===== src/hdl/hcdt_pkg.sv =====
// ----------------------------------------------------------------------------
// hcdt_pkg: shared types and constants of the divider and interval timer
// Item and result layouts, operation and register codes, prescaler periods.
// ----------------------------------------------------------------------------
package hcdt_pkg;

  typedef enum logic [1:0] {
    OP_TICK  = 2'd0,
    OP_READ  = 2'd1,
    OP_WRITE = 2'd2,
    OP_NONE  = 2'd3
  } op_t;

  typedef enum logic [1:0] {
    REG_DIV  = 2'd0,
    REG_TIMA = 2'd1,
    REG_TMA  = 2'd2,
    REG_TAC  = 2'd3
  } reg_sel_t;

  localparam int unsigned DivPsW  = 9;
  localparam int unsigned TimPsW  = 11;
  localparam int unsigned CycW    = 5;

  localparam logic [CycW-1:0]   MaxTick    = 5'd16;
  localparam logic [DivPsW-1:0] DivPeriod  = 9'd256;
  localparam int unsigned       EnableBit  = 2;
  localparam logic [7:0]        CountMax   = 8'hff;

  typedef struct packed {
    op_t            op;
    reg_sel_t       reg_sel;
    logic [7:0]     write_data;
    logic [CycW-1:0] tick_cycles;
  } item_t;

  typedef struct packed {
    logic [7:0] read_data;
    logic       timer_irq;
  } result_t;

  // counter prescaler period for control bits 1:0
  function automatic logic [TimPsW-1:0] rate_period(input logic [1:0] rate);
    logic [TimPsW-1:0] p;
    unique case (rate)
      2'd0: p = 11'd1024;
      2'd1: p = 11'd16;
      2'd2: p = 11'd64;
      2'd3: p = 11'd256;
      default: p = 11'd1024;
    endcase
    return p;
  endfunction

endpackage


===== src/hdl/hcdt_core.sv =====
// ----------------------------------------------------------------------------
// hcdt_core: timer register file and its update step
// Holds the four bus registers and both prescalers, applies one item per
// enabled cycle and produces its result combinationally.
// ----------------------------------------------------------------------------
module hcdt_core
  import hcdt_pkg::*;
(
  input  logic    clk,
  input  logic    rst_n,
  input  logic    step_en,
  input  item_t   item,
  output result_t result
);

  logic [DivPsW-1:0] div_ps_r,  div_ps_nxt;
  logic [TimPsW-1:0] tim_ps_r,  tim_ps_nxt;
  logic [7:0]        div_r,     div_nxt;
  logic [7:0]        tima_r,    tima_nxt;
  logic [7:0]        tma_r,     tma_nxt;
  logic [7:0]        tac_r,     tac_nxt;

  logic [CycW-1:0]   cyc;
  logic [DivPsW-1:0] div_sum;
  logic [TimPsW:0]   tim_sum;
  logic [TimPsW-1:0] limit;

  always_comb begin
    cyc     = (item.tick_cycles > MaxTick) ? MaxTick : item.tick_cycles;
    div_sum = div_ps_r + DivPsW'(cyc);
    tim_sum = {1'b0, tim_ps_r} + (TimPsW + 1)'(cyc);
    limit   = rate_period(tac_r[1:0]);

    div_ps_nxt = div_ps_r;
    tim_ps_nxt = tim_ps_r;
    div_nxt    = div_r;
    tima_nxt   = tima_r;
    tma_nxt    = tma_r;
    tac_nxt    = tac_r;
    result     = '0;

    unique case (item.op)
      OP_TICK: begin
        if (div_sum >= DivPeriod) begin
          div_ps_nxt = div_sum - DivPeriod;
          div_nxt    = div_r + 8'd1;
        end else begin
          div_ps_nxt = div_sum;
        end
        if (tac_r[EnableBit]) begin
          if (tim_sum >= {1'b0, limit}) begin
            tim_ps_nxt = TimPsW'(tim_sum - {1'b0, limit});
            if (tima_r == CountMax) begin
              tima_nxt         = tma_r;
              result.timer_irq = 1'b1;
            end else begin
              tima_nxt = tima_r + 8'd1;
            end
          end else begin
            tim_ps_nxt = TimPsW'(tim_sum);
          end
        end
      end
      OP_READ: begin
        unique case (item.reg_sel)
          REG_DIV:  result.read_data = div_r;
          REG_TIMA: result.read_data = tima_r;
          REG_TMA:  result.read_data = tma_r;
          REG_TAC:  result.read_data = tac_r;
          default:  result.read_data = '0;
        endcase
      end
      OP_WRITE: begin
        unique case (item.reg_sel)
          REG_DIV:  div_nxt  = item.write_data;
          REG_TIMA: tima_nxt = item.write_data;
          REG_TMA:  tma_nxt  = item.write_data;
          REG_TAC:  tac_nxt  = item.write_data;
          default:  ;
        endcase
      end
      OP_NONE: ;
      default: ;
    endcase
  end

  always_ff @(posedge clk) begin
    if (!rst_n) begin
      div_ps_r <= '0;
      tim_ps_r <= '0;
      div_r    <= '0;
      tima_r   <= '0;
      tma_r    <= '0;
      tac_r    <= '0;
    end else if (step_en) begin
      div_ps_r <= div_ps_nxt;
      tim_ps_r <= tim_ps_nxt;
      div_r    <= div_nxt;
      tima_r   <= tima_nxt;
      tma_r    <= tma_nxt;
      tac_r    <= tac_nxt;
    end
  end

endmodule


===== src/hdl/handheld_console_divider_timer.sv =====
// ----------------------------------------------------------------------------
// handheld_console_divider_timer: divider and interval timer
// Stream front end around the timer register file.
// ----------------------------------------------------------------------------
// Usage:
//   in_*  carries one item per transfer: a tick of 0..16 machine cycles, a
//         register read or a register write (op and reg_sel in in_tuser).
//   out_* returns exactly one result per item, in order: the read byte and
//         the timer interrupt flag.
//   An accepted item waits in the input register; the register update and
//   the result capture into the output register happen together once the
//   output register is free. Throughput is one item per cycle while
//   out_tready stays high, set by the single pass through the register file
//   update.
//   When the receiver stalls, the pending result holds in the output
//   register and one more item waits in the input register; in_tready
//   drops only when both are full and out_tready is low.
//   Reset (rst_n low, synchronous) empties both registers and clears the
//   divider, counter, reload, control and both prescalers to zero.
// ----------------------------------------------------------------------------
module handheld_console_divider_timer
  import hcdt_pkg::*;
(
  input  logic        clk,
  input  logic        rst_n,
  input  logic        in_tvalid,
  output logic        in_tready,
  input  logic [15:0] in_tdata,   // write_data[7:0], tick_cycles[12:8]
  input  logic [3:0]  in_tuser,   // op[1:0], reg_sel[3:2]
  output logic        out_tvalid,
  input  logic        out_tready,
  output logic [15:0] out_tdata   // read_data[7:0], timer_irq[8]
);

  logic    in_valid_r, in_valid_nxt;
  item_t   in_item_r;
  logic    out_valid_r, out_valid_nxt;
  result_t out_res_r;
  result_t core_res;
  logic    adv;
  logic    in_acc;

  assign adv       = !out_valid_r || out_tready;
  assign in_tready = !in_valid_r || adv;
  assign in_acc    = in_tvalid && in_tready;

  assign in_valid_nxt  = in_acc || (in_valid_r && !adv);
  assign out_valid_nxt = (in_valid_r && adv) || (out_valid_r && !out_tready);

  hcdt_core u_core (
    .clk     (clk),
    .rst_n   (rst_n),
    .step_en (in_valid_r && adv),
    .item    (in_item_r),
    .result  (core_res)
  );

  always_ff @(posedge clk) begin
    if (!rst_n) begin
      in_valid_r  <= 1'b0;
      out_valid_r <= 1'b0;
    end else begin
      in_valid_r  <= in_valid_nxt;
      out_valid_r <= out_valid_nxt;
    end
  end

  always_ff @(posedge clk) begin
    if (in_acc) begin
      in_item_r.op          <= op_t'(in_tuser[1:0]);
      in_item_r.reg_sel     <= reg_sel_t'(in_tuser[3:2]);
      in_item_r.write_data  <= in_tdata[7:0];
      in_item_r.tick_cycles <= in_tdata[12:8];
    end
    if (in_valid_r && adv) begin
      out_res_r <= core_res;
    end
  end

  assign out_tvalid = out_valid_r;
  assign out_tdata  = {7'd0, out_res_r.timer_irq, out_res_r.read_data};

  // an interrupt only comes from a tick, which never returns read data
  a_irq_no_data: assert property (@(posedge clk) disable iff (!rst_n)
    out_valid_r && out_res_r.timer_irq |-> out_res_r.read_data == 8'd0)
    else $error("interrupt result carries read data");

  // a waiting item is not dropped while the output is blocked
  a_hold_item: assert property (@(posedge clk) disable iff (!rst_n)
    in_valid_r && !adv |=> in_valid_r && $stable(in_item_r))
    else $error("pending item lost under stall");

  // every item that leaves the input register yields a result
  a_item_result: assert property (@(posedge clk) disable iff (!rst_n)
    in_valid_r && adv |=> out_valid_r)
    else $error("item advanced without a result");

  // only a read produces nonzero read data
  a_read_only: assert property (@(posedge clk) disable iff (!rst_n)
    in_valid_r && adv && in_item_r.op != OP_READ |=> out_res_r.read_data == 8'd0)
    else $error("read data on a non-read item");

endmodule


===== config.mk =====
export PLATFORM = sky130hd
export DESIGN_NAME = handheld_console_divider_timer
export DESIGN_NICKNAME = d
export VERILOG_FILES = /design/src/hdl/hcdt_pkg.sv /design/src/hdl/hcdt_core.sv /design/src/hdl/handheld_console_divider_timer.sv
export SDC_FILE = /design/constraint.sdc
export NUM_CORES = 1
export LEC_CHECK = 0
export BUFFER_PORTS_ARGS = -buffer_cell sky130_fd_sc_hd__buf_2
export CAP_MARGIN = 15
export CORE_UTILIZATION = 60
export CTS_CLUSTER_SIZE = 28
export DETAILED_ROUTE_END_ITERATION = 16
export PLACE_DENSITY = 0.8
export SLEW_MARGIN = 20
export SYNTH_ARGS = -nofsm -noshare
export SYNTH_HDL_FRONTEND = slang
export SYNTH_SLANG_ARGS = --single-unit

===== constraint.sdc =====
create_clock -name clk -period 4.1 [get_ports clk]
set_input_delay 0.41 -clock clk [delete_from_list [all_inputs] [get_ports clk]]
set_output_delay 0.41 -clock clk [all_outputs]
set_load 0.03 [all_outputs]

==> impl_metrics.toml, run 1 <==
[setup_path]
worst-path-max-fanout = 6
crit_slowest_cell = "o311ai_4"
cell_by_cell_listing_of_the_critical_path = "nor2b_1 -> ha_1 -> fa_2 -> a21o_1 -> a21o_1 -> a21oi_2 -> buf_4 -> nor3b_1 -> xor2_1 -> ha_1 -> nand2_1 -> nor3b_1 -> mux2i_1 -> a31oi_4 -> o311ai_4 -> buf_4 -> mux2i_1 -> nor2_1"
critPathRequiredTime_ns = 4.32
bufs_and_invs_on_worst_path = 2
endpoint_kind = "register"
crit_arrival_ns = 4.11
critical-path-top-delay-family = "compound AO/OA/AOI/OAI gates"
critPathKind = "register to register"
critical_path.startpoint_type = "register"
max_stage_delay_on_crit_path_ns = 0.43

[final_layout]
fillerInstances = 541
finish.instance_area_mm2 = 0.00508
n_antenna_cell = 0
multi_input_area_mm2 = 0.00257
most_common_library_cell_in_the_layout_ignoring_fill_and_taps = "nor2_1"
layout.cells.most_common_list = "57 x nor2_1, 53 x dfxtp_1, 40 x nand2_1, 34 x a21oi_1, 32 x mux2i_1"
final_cells = 613
fin_util_pct = 70.0
syn_to_final_growth_pct = 12.6
seq_area_mm2 = 0.00184
layout-drive-gt1-share_pct = 19.6
nets = 552

[sta]
finalHoldViolations = 0
min_period_ns = 3.89
max_freq_mhz = 257
slew_violations = 0
worst_slew_pin_slew_ns = 1.03
rsz0062_at_grt = "no"
finalCritPeriodShare_pct = 94.9
setup_total_negative_slack_ns = 0
report.final.setup_viol = 0
relSlewSlack_pct = 30.7
skew_ns = 0.0184

[routing]
vias = 3653
via_density_per_instance = 5.96
drc_violations = 0
postRouteWirelength_mm = 9.85
post_drt_wl_per_cell_um = 16.1
ant_nets_after_route = 0
drt_iter0_drc = 305
initial_drt_pass_iterations = 6

[synthesis]
sequential_area_share_after_synthesis_pct = 40.8
synthDominantAreaCellType = "dfxtp_1"
number_of_unique_standard_cell_types_used_by_synthesis = 59
synth.top_cells.by_area = "dfxtp_1 24%, edfxtp_1 17%, mux2i_1 7.1%"
syn_inst = 467
syn-mean-instance-area_um2 = 9.66
synth_seq_cells = 79
ys.warnings.count = 0
post_synth_instance_area_mm2 = 0.00451
yosysTopAreaCellShare_pct = 23.5
synth_async_sr_flop_share_pct = 0
synth_ff_type = "dfxtp_1"
number_of_enable_type_register_cells_in_the_synthesized_netlist = 26

[pwr]
power_density_mw_per_mm2 = 309
totalPowerFinal_mw = 1.57
power.static_leakage_nw = 2.04
power.ir.vdd_worst_mv = 0.314

[clock_tree]
cts.clk_slew.worst_paths_ns = 0.09
clk_lat_worst_skew_ns = 0.36
cts-buffers-inserted = 9
cts_htree_levels = 3
cts_root_buffer = "clkbuf_8"
clock_tree.buffer_depth = 2
cts_hold_repair.buffers = 0
number_of_setup_buffers_added_after_cts = 0
cts.sinks = 79
tritoncts = "yes"

[grt]
globalRouteOverflowTotal = 0
first_global_vias = 3375
grt_use_total_pct = 26.9
maximum_number_of_pins_on_one_net_before_global_route_repair = 36
grt_pass1_wl_mm = 16.0
grt_antenna_before_repair = 0

[flow_run]
cap_violations = 0

[die]
io_pins = 42
core_footprint_mm2 = 0.00725
floorplan.die_area_mm2 = 0.00787
die_x_um = 88.7
rows = 31
chipHeight_um = 88.7
initial_utilization_pct = 62.2

[hold_path]
hold_class = "primary input to register"

[placement]
placed_area_mm2 = 0.00483
gp_routability_congestion = 0.886
port_buffer_cells = 31
place.detailed.instances = 597
detailedPlacementHpwl_mm = 7.04

[outcome]
outcome = "finished, final reports clean"
## stage by stage
stage	hold WS (ns)	setup WS [ns]
after floorplan	0.436	0.353
after global placement	0.446	0.0692
after detailed placement	0.455	0.0211
after CTS	0.213	0.0195
after global routing	0.215	0.0337
final	0.222	0.208
## layout make-up
cell class,instances,area share [%]
multi-input cells,361,50.6
flip-flops and latches,79,36.3
clock buffers,10,2.71
inverters,5,0.369
well taps,99,2.44
clock inverters,6,1.33
repair buffers,53,6.31
## kinds of logic after synthesis
| group | synth area share (%) |
|---|---|
| buf+inv | 3.66 |
| flops | 40.8 |
| xor+xnor | 4.24 |
| compound gates | 15.0 |
| mux | 11.3 |
| fa+ha+maj | 5.60 |
| other cells | 0.0831 |
| simple gates | 19.3 |
## timing repair
action                     in CTS  in global routing
gates resized for setup         2                  7
gates cloned                    0                  0
setup endpoints to repair       3                 16
pin swaps                       0                  4
## flip-flops by register name (all words and copies together) (netlist names)
| signal | cells |
|---|---|
| u_core.tim_ps_r | 11 |
| out_tvalid | 1 |
| u_core.tac_r | 8 |
| u_core.div_ps_r | 8 |
| u_core.tma_r | 8 |
| in_item_r | 17 |
| u_core.tima_r | 8 |
| in_valid_r | 1 |
| out_tdata | 9 |
| u_core.div_r | 8 |
## power breakdown
group	total, mW	switching (mW)	internal [mW]
Clock	0.594	0.294	0.300
Combinational	0.128	0.0815	0.0463
Sequential	0.850	0.0221	0.828
## path summary, 6_finish.rpt
check                                        from                         endpoint  slack (ns)  depth (start not counted)
setup / recovery           in_item_r[0]$_DFFE_PP_    u_core.tima_r[6]$_SDFFE_PN0P_        0.21                         18
hold / removal                        in_tdata[6]          in_item_r[11]$_DFFE_PP_        0.22                          1
setup reg to reg           in_item_r[0]$_DFFE_PP_    u_core.tima_r[6]$_SDFFE_PN0P_        0.21                         18
hold reg to reg   u_core.tim_ps_r[0]$_SDFFE_PN0P_  u_core.tim_ps_r[0]$_SDFFE_PN0P_        0.47                          2
## cells in the mapped netlist, drive strengths merged, types with 9 or more instances
cell    count
dfxtp      53
nor2       59
edfxtp     26
nor2b      17
xnor2       9
o21ai      13
nand2      40
buf        11
mux2i      32
clkbuf     17
nand3      14
a21oi      36
ha         17
xor2       12
nand2b      9
## layer usage
layer	track usage (%)	share of wire, %	up-vias
met5	0	0	-
met4	9.53	1.9	0
met3	4.85	7.3	21
met2	44.4	48	163
met1	35.5	43	1714
li1	-	-	1755
(Power assumes the default switching activity.)
==> run 2, diff against run 1 <==
--- a/config.mk
+++ b/config.mk
@@ -5,7 +5,7 @@
 export SDC_FILE = /design/constraint.sdc
 export NUM_CORES = 1
 export LEC_CHECK = 0
-export BUFFER_PORTS_ARGS = -buffer_cell sky130_fd_sc_hd__buf_2
+export BUFFER_PORTS_ARGS = -buffer_cell sky130_fd_sc_hd__buf_4
 export CAP_MARGIN = 15
 export CORE_UTILIZATION = 60
 export CTS_CLUSTER_SIZE = 28
==> run 2 against run 1 <==
  * Register-to-register slack got worse by 0.09 ns
  * Largest cell class unchanged
  * Worst hold slack worse by 0.0018 ns
  * Combinational power up 5%
  * Cell area grew 2.7%
  * Cell count grew 0.65%
  * Largest power group unchanged
  * Critical path depth down 2
  * First-iteration DRC count unchanged
==> impl_metrics.toml, run 2 (synthesis gave the netlist of run 1 again) <==
[outcome]
outcome = "finished, final reports clean"

[sta]
fin_worst_hold_slack_ns = 0.221
min_period_ns = 3.98
skew_ns = 0.0143
worst_slew_pin_slew_ns = 0.923
slew_violations = 0
finalCritPeriodShare_pct = 97.1
report.final.setup_viol = 0
max_freq_mhz = 251
setup_total_negative_slack_ns = 0
fin_ws_ns = 0.118
relSlewSlack_pct = 38.1
finalHoldViolations = 0

[final_layout]
largest_register_ffs = 17
fin_util_pct = 71.9
most_common_library_cell_in_the_layout_ignoring_fill_and_taps = "nor2_1"
final_cells = 617
finish.instance_area_mm2 = 0.00522
layout.cells.most_common_list = "57 x nor2_1, 56 x buf_4, 53 x dfxtp_1, 40 x nand2_1, 34 x a21oi_1"
nets = 556
syn_to_final_growth_pct = 15.6
layout-drive-gt1-share_pct = 19.9
n_antenna_cell = 0
top_register = "in_item_r"

[clock_tree]
cts_htree_levels = 3
clock_tree.buffer_depth = 2
cts_root_buffer = "clkbuf_8"
cts.sinks = 79
cts.clk_slew.worst_paths_ns = 0.09
cts_hold_repair.buffers = 0
cts-buffers-inserted = 9
tritoncts = "yes"
clk_lat_worst_skew_ns = 0.36

[die]
chipHeight_um = 88.7
initial_utilization_pct = 62.2
io_pins = 42
floorplan.die_area_mm2 = 0.00787
die_x_um = 88.7
core_footprint_mm2 = 0.00725
rows = 31

[placement]
place.detailed.instances = 597
detailedPlacementHpwl_mm = 7.11
port_buffer_cells = 31
gp_routability_congestion = 0.897
placed_area_mm2 = 0.00491
post-place-ws_ns = 0.0154

[grt]
globalRouteOverflowTotal = 0
maximum_number_of_pins_on_one_net_before_global_route_repair = 30
grt_use_total_pct = 27.8
grt_pass1_wl_mm = 16.4
first_global_vias = 3464
grt_antenna_before_repair = 0

[setup_path]
critical_path.startpoint_type = "register"
critPathKind = "register to register"
critPathRequiredTime_ns = 4.32
worst-path-max-fanout = 6
endpoint_kind = "register"
crit_arrival_ns = 4.21

[pwr]
power_density_mw_per_mm2 = 320
power.static_leakage_nw = 2.11
totalPowerFinal_mw = 1.67
power.ir.vdd_worst_mv = 0.309

[routing]
drc_violations = 0
via_density_per_instance = 5.99
post_drt_wl_per_cell_um = 16.6
initial_drt_pass_iterations = 5
vias = 3695
drt_iter0_drc = 305
postRouteWirelength_mm = 10.3
ant_nets_after_route = 0

[flow_run]
cap_violations = 0

[hold_path]
hold_class = "primary input to register"
run 2: final cells by class:
| cell class | instances | area [um2] |
|---|---|---|
| multi-input cells | 361 | 2560 |
| fillers | 541 | 2040 |
| flip-flops and latches | 79 | 1840 |
| repair buffers | 57 | 432 |
| clock buffers | 11 | 151 |
| well taps | 99 | 124 |
| clock inverters | 5 | 86.3 |
| inverters | 5 | 18.8 |
run 2: report_power, final:
| group | switching [mW] | internal [mW] | total [mW] |
|---|---|---|---|
| Clock | 0.301 | 0.382 | 0.683 |
| Combinational | 0.0815 | 0.0534 | 0.135 |
| Sequential | 0.0222 | 0.828 | 0.850 |
run 2: worst paths after layout:
kind,slack (ns),cells past startpoint,end,startpoint
max,0.12,16,u_core.tima_r[6]$_SDFFE_PN0P_,in_item_r[0]$_DFFE_PP_
min,0.22,1,in_item_r[9]$_DFFE_PP_,in_tdata[4]
max reg2reg,0.12,16,u_core.tima_r[6]$_SDFFE_PN0P_,in_item_r[0]$_DFFE_PP_
min reg2reg,0.47,2,u_core.tim_ps_r[0]$_SDFFE_PN0P_,u_core.tim_ps_r[0]$_SDFFE_PN0P_
run 2: worst max-delay path: stages, from the launching register on:
cell and delay, ns:
edfxtp_1 0.35, nor2b_1 0.16, ha_1 0.21, fa_2 0.35, a21o_1 0.18, a21o_1 0.20, a21oi_2 0.20, nor2_1 0.08
xor2_1 0.16, ha_1 0.25, nor3b_1 0.23, mux2i_1 0.10, a311o_1 0.44, o311ai_4 0.49, buf_6 0.17, mux2i_2 0.21
nor2_1 0.05
run 2: metal layers:
layer	vias to the layer above	share of wire, %	GRT usage, %
met4	0	2.1	12.6
met3	18	7.5	5.88
met2	176	47	43.4
met5	-	0	0
li1	1764	-	-
met1	1737	44	37.1
run 2: repair_timing:
item                                    4_1_cts  5_1_grt
setup buffers                                 0        4
endpoints found under the setup margin        3       16
gates resized for setup                       1        7
pin swaps                                     0        5
